--- src/rtl/core/skt_pkg.sv ---
package skt_pkg;

   localparam int CAPACITY = 128;
   localparam int ADDR_W   = $clog2(CAPACITY);
   localparam int CNT_W    = $clog2(CAPACITY + 1);

   localparam int OP_W      = 2;
   localparam int KEY_W     = 34;
   localparam int BAL_W     = 24;
   localparam int POS_W     = 8;
   localparam int ST_W      = 2;
   localparam int CNT_OUT_W = 8;
   localparam int CMP_W     = (CNT_W > POS_W) ? CNT_W : POS_W;

   // request layout, lowest bit first: operation, entry_key, entry_balance, position
   localparam int REQ_KEY_LSB = OP_W;
   localparam int REQ_BAL_LSB = REQ_KEY_LSB + KEY_W;
   localparam int REQ_POS_LSB = REQ_BAL_LSB + BAL_W;
   localparam int REQ_W       = ((REQ_POS_LSB + POS_W + 7) / 8) * 8;

   // response layout, lowest bit first: status, read_key, read_balance, entry_count
   localparam int RSP_KEY_LSB = ST_W;
   localparam int RSP_BAL_LSB = RSP_KEY_LSB + KEY_W;
   localparam int RSP_CNT_LSB = RSP_BAL_LSB + BAL_W;
   localparam int RSP_W       = ((RSP_CNT_LSB + CNT_OUT_W + 7) / 8) * 8;

   typedef enum logic [OP_W-1:0] {
      OP_INSERT = 2'd0,
      OP_REMOVE = 2'd1,
      OP_READ   = 2'd2,
      OP_NONE   = 2'd3
   } op_type;

   typedef enum logic [ST_W-1:0] {
      ST_OK      = 2'd0,
      ST_FULL    = 2'd1,
      ST_MISSING = 2'd2,
      ST_BADPOS  = 2'd3
   } status_type;

   typedef enum logic [1:0] {
      RA_POS   = 2'd0,
      RA_BELOW = 2'd1,
      RA_AT    = 2'd2,
      RA_ABOVE = 2'd3
   } raddr_type;

   typedef enum logic [1:0] {
      WR_NONE = 2'd0,
      WR_NEW  = 2'd1,
      WR_MOVE = 2'd2
   } wr_type;

   typedef enum logic [1:0] {
      IX_HOLD = 2'd0,
      IX_INC  = 2'd1,
      IX_DEC  = 2'd2
   } ix_type;

   typedef struct packed {
      logic       latch;
      raddr_type  raddr;
      wr_type     wr;
      ix_type     ix;
      logic       cnt_inc;
      logic       cnt_dec;
      logic       set_st;
      status_type st;
      logic       take_read;
      logic       load_out;
   } cmd_type;

   typedef struct packed {
      op_type op;
      logic   full;
      logic   idx_zero;
      logic   at_end;
      logic   shift_end;
      logic   pos_bad;
      logic   key_gt;
      logic   key_eq;
   } sts_type;

endpackage

--- src/rtl/core/skt_ctrl.sv ---
module skt_ctrl (
   input  logic             clock,
   input  logic             reset,
   input  logic             req_tvalid,
   output logic             req_tready,
   output logic             rsp_tvalid,
   input  logic             rsp_tready,
   input  skt_pkg::sts_type sts,
   output skt_pkg::cmd_type cmd
);

   typedef enum logic [3:0] {
      S_IDLE,
      S_DISPATCH,
      S_INS_RD,
      S_INS_CMP,
      S_RM_RD,
      S_RM_CMP,
      S_SH_RD,
      S_SH_WR,
      S_RD_GET,
      S_DONE
   } state_type;

   state_type state_ff, state_in;
   logic      valid_ff, valid_in;

   always_comb begin
      cmd      = '0;
      state_in = state_ff;
      valid_in = valid_ff;
      if (valid_ff && rsp_tready) begin
         valid_in = 1'b0;
      end
      unique case (state_ff)
         S_IDLE: begin
            if (req_tvalid) begin
               cmd.latch = 1'b1;
               state_in  = S_DISPATCH;
            end
         end
         S_DISPATCH: begin
            unique case (sts.op)
               skt_pkg::OP_INSERT: begin
                  if (sts.full) begin
                     cmd.set_st = 1'b1;
                     cmd.st     = skt_pkg::ST_FULL;
                     state_in   = S_DONE;
                  end else begin
                     state_in = S_INS_RD;
                  end
               end
               skt_pkg::OP_REMOVE: state_in = S_RM_RD;
               skt_pkg::OP_READ: begin
                  if (sts.pos_bad) begin
                     cmd.set_st = 1'b1;
                     cmd.st     = skt_pkg::ST_BADPOS;
                     state_in   = S_DONE;
                  end else begin
                     cmd.raddr = skt_pkg::RA_POS;
                     state_in  = S_RD_GET;
                  end
               end
               default: state_in = S_DONE;
            endcase
         end
         // walk down from the top, moving larger keys up one slot
         S_INS_RD: begin
            if (sts.idx_zero) begin
               cmd.wr      = skt_pkg::WR_NEW;
               cmd.cnt_inc = 1'b1;
               state_in    = S_DONE;
            end else begin
               cmd.raddr = skt_pkg::RA_BELOW;
               state_in  = S_INS_CMP;
            end
         end
         S_INS_CMP: begin
            if (sts.key_gt) begin
               cmd.wr   = skt_pkg::WR_MOVE;
               cmd.ix   = skt_pkg::IX_DEC;
               state_in = S_INS_RD;
            end else begin
               cmd.wr      = skt_pkg::WR_NEW;
               cmd.cnt_inc = 1'b1;
               state_in    = S_DONE;
            end
         end
         S_RM_RD: begin
            if (sts.at_end) begin
               cmd.set_st = 1'b1;
               cmd.st     = skt_pkg::ST_MISSING;
               state_in   = S_DONE;
            end else begin
               cmd.raddr = skt_pkg::RA_AT;
               state_in  = S_RM_CMP;
            end
         end
         S_RM_CMP: begin
            if (sts.key_eq) begin
               state_in = S_SH_RD;
            end else begin
               cmd.ix   = skt_pkg::IX_INC;
               state_in = S_RM_RD;
            end
         end
         // close the gap: pull each later entry down one slot
         S_SH_RD: begin
            if (sts.shift_end) begin
               cmd.cnt_dec = 1'b1;
               state_in    = S_DONE;
            end else begin
               cmd.raddr = skt_pkg::RA_ABOVE;
               state_in  = S_SH_WR;
            end
         end
         S_SH_WR: begin
            cmd.wr   = skt_pkg::WR_MOVE;
            cmd.ix   = skt_pkg::IX_INC;
            state_in = S_SH_RD;
         end
         S_RD_GET: begin
            cmd.take_read = 1'b1;
            state_in      = S_DONE;
         end
         S_DONE: begin
            // hold the result until the output register is free
            if (!valid_ff || rsp_tready) begin
               cmd.load_out = 1'b1;
               valid_in     = 1'b1;
               state_in     = S_IDLE;
            end
         end
         default: state_in = S_IDLE;
      endcase
   end

   always_ff @(posedge clock) begin
      if (reset) begin
         state_ff <= S_IDLE;
         valid_ff <= 1'b0;
      end else begin
         state_ff <= state_in;
         valid_ff <= valid_in;
      end
   end

   assign req_tready = (state_ff == S_IDLE) && !reset;
   assign rsp_tvalid = valid_ff;

endmodule

--- config.mk ---
export PLATFORM = sky130hd
export DESIGN_NAME = skt_ctrl
export DESIGN_NICKNAME = d
export VERILOG_FILES = /design/src/rtl/core/skt_pkg.sv /design/src/rtl/core/skt_ctrl.sv
export SDC_FILE = /design/constraint.sdc
export NUM_CORES = 1
export LEC_CHECK = 0
export ABC_CLOCK_PERIOD_IN_PS = 3500
export BUFFER_PORTS_ARGS = -buffer_cell sky130_fd_sc_hd__buf_4
export CORE_AREA = 2 2 39 41
export CTS_BUF_LIST = sky130_fd_sc_hd__clkbuf_8
export CTS_CLUSTER_DIAMETER = 200
export DETAILED_ROUTE_END_ITERATION = 8
export DIE_AREA = 0 0 41 43
export HOLD_SLACK_MARGIN = 0.03
export PLACE_DENSITY = 0.8
export REMOVE_ABC_BUFFERS = 1
export SLEW_MARGIN = 20
export SYNTH_ARGS = -nofsm -noshare
export SYNTH_HDL_FRONTEND = slang
export SYNTH_SLANG_ARGS = --single-unit
export TNS_END_PERCENT = 10
--- constraint.sdc ---
create_clock -name clock -period 3.5 [get_ports clock]
set_input_delay 0.7 -clock clock [delete_from_list [all_inputs] [get_ports clock]]
set_output_delay 0.7 -clock clock [all_outputs]
set_load 0.02 [all_outputs]
==> impl_results.md <==
* Async set-reset flop share out of synthesis at 0
* Min cycle time layout at 2.173 ns
* Clock tree buffer depth at 2
* Reg2Reg Depth at 4
* Post-synth EDFFs at 0
* CP arrival at between 1 and 1.5 ns
* Clock root cell: clkbuf_8
* Initial DRC Count at 10
* Fmax at around 460 MHz
* Setup CP Type: reg -> out
* Max VDD drop at between 0.0002 and 0.00025 V
* Setup violators final at 0
* Antenna fix cells at 0
* Final Hold Fails at 0
* Maxcap violations at 0
* Layout cells sized above 1 at 0.3714
* Synth Register Bits at 5
* Count of cell types in the netlist at 37
* Worst-Skew Late Latency at 0.22 ns
* Router iterations before antenna repair at 4
* P_leak at approximately 0.39 nW
* GPL Wtd Cong at ~0.8
* Critical path's slowest cell: dfxtp_1
* Initial Util at 0.4150
* Largest net degree at the start of global routing at 15
* Outcome: finished clean
* Io pins at 29
* Vias at 622
* Worst Setup SP: state_ff[1]
* Vias in the first global route at 536
* Fin crit share at 0.6209
* Grt ovf at 0
* Clk sinks at 5
* First-pass GRT wire length at 2.249 mm
* Worst Skew at 0.001616 ns
* Unrepaired setup endpoints after global routing: no
* # hold bufs at CTS at 0
* Initial antenna violation count at 0
* Hold Path Class: reg -> reg
* Drt via density at roughly 5
* Post-CTS Setup Inserts at 0
* Critical Path Max Stage Delay at ~0.55 ns
* Total global routing track utilization at 0.1779
* Commonest non-fill, non-tap cell in the layout: buf_4
* Syn-to-layout area delta at 41.39%
* Reg2reg setup slack at 2.09 ns
* Final #Nets at 119
* Actual slew at the worst max-slew pin at 0.5311 ns
* PortBufs at 28
* Sequential fraction of the synthesis area at 0.1743
* Post-detail-place hpwl at 1.062 mm
* CP Launch Type: flop
* Commonest register cell after synthesis: dfxtp_1
* Setup Total Neg Slack at 0 ns
* CTS Buf Count at 3
* Post-CTS Resized at 0
* Hold WS at 0.5489 ns
* Worst setup endpoint: cmd[12]
* Total routed wirelength at 1.367 mm
* Core Region at 1384 um2
* H-tree depth at 1
* Chip width at 41 um
* Yosys warns at 0
* Reg2reg start: state_ff[1]
* Critical Path RT at 2.80 ns
* PwrDens at 336.9 nW/um2
* CTS tree: done
* Die ar. at 1763 um2
* # DRC at 0
* Worst hold path depth at 2
* Worst-path cell chain: mux2_4 > nor3b_2 > buf_4
* CP Max Fanout at 13
* Crit. End Element: output pin
* Syn Area/Cell at 7.458 um2
* FF-to-FF End: state_ff[3]
* Final slew viol count at 0
* Most frequent cells in the layout: buf_4 (28), nor2_1 (10), nand2_1 (7), nand2b_1 (6), dfxtp_1 (5)
* Cells after Synth at 77
* Die H at around 43 um
* Netlist Area Pre-Place at 574.3 um2
* CTS clk-pin slew, worst paths at approximately 0.03 ns
* Row cnt at 14
* Avg WL per Cell at 11.30 um
* Antenna Nets Post-Route at 0
* Slew margin rel. at 0.6455
## registers in the layout, summed over array words and instances (netlist names)
name / flops
rsp_tvalid: 1
state_ff: 4
## critical path, delay by kind of cell, from the launching register on
kind | cells | cell delay [ns]
DFF | 1 | 0.55
and+or+nand+nor | 1 | 0.19
muxes | 1 | 0.34
buffers and inverters | 1 | 0.17
## layer usage
layer	track usage	routed length (um)
met2	0.2688	665
met5	0	0
met4	0.04000	0
met3	0.03141	80
met1	0.2548	620
## how the worst min path moves through the flow
stage                     slack, ns       start          to
after global placement         0.54  rsp_tvalid  rsp_tvalid
after global routing           0.57  rsp_tvalid  rsp_tvalid
after floorplan                0.60  rsp_tvalid  rsp_tvalid
final                          0.55  rsp_tvalid  rsp_tvalid
after CTS                      0.55  rsp_tvalid  rsp_tvalid
after detailed placement       0.54  rsp_tvalid  rsp_tvalid
## cell families (layout without fill, tap and decap cells)
group | Yosys count | count (layout) | synth area share
buffers and inverters | 7 | 35 | 0.08496
flip-flops | 5 | 5 | 0.1743
AND/OR/NAND/NOR | 45 | 45 | 0.4575
AO/OA/AOI/OAI | 17 | 17 | 0.2201
multiplexers | 3 | 3 | 0.06317
## synth_stat cells (2+ instances only)
cell type,count,share of area
nor2_1,10,0.065
nand2_1,7,0.046
nand2b_1,6,0.065
dfxtp_1,5,0.17
a21oi_1,4,0.035
nor2b_1,4,0.044
inv_1,3,0.020
nor3_1,3,0.026
a21o_1,2,0.026
and3_1,2,0.022
buf_4,2,0.026
buf_6,2,0.039
nand3_1,2,0.017
o21ai_0,2,0.017
## layout make-up
cell class	instances	area [um2]
Clock inverter	1	3.754
Sequential cell	5	100.1
Timing Repair Buffer	28	210.2
Tap cell	16	20.02
Clock buffer	3	41.29
Multi-Input combinational cell	65	425.4
Fill cell	128	571.8
Inverter	3	11.26
## per-stage QoR
| step | area, um2 | worst slack, ns | utilization | std cells | total power, mW |
|---|---|---|---|---|---|
| 4_1_cts | 812.0 | 1.319 | 0.5868 | 121 | 0.2764 |
| 5_1_grt | 812.0 | 1.183 | 0.5868 | 121 | 0.2913 |
| 3_3_place_gp | 767.0 | 1.352 | 0.5543 | 117 | 0.1722 |
| 3_5_place_dp | 767.0 | 1.345 | 0.5543 | 117 | 0.1730 |
| 2_1_floorplan | 536.8 | 1.255 | - | 73 | 0.1353 |
| 6_report | 812.0 | 1.327 | 0.5868 | 121 | 0.2735 |
## report_power, final
part | total [mW] | internal (mW) | switching, mW
Combinational | 0.0957 | 0.0505 | 0.0452
Sequential | 0.0767 | 0.0622 | 0.0145
Clock | 0.101 | 0.0750 | 0.0262
Note: power is estimated with default switching activity, not from simulation.
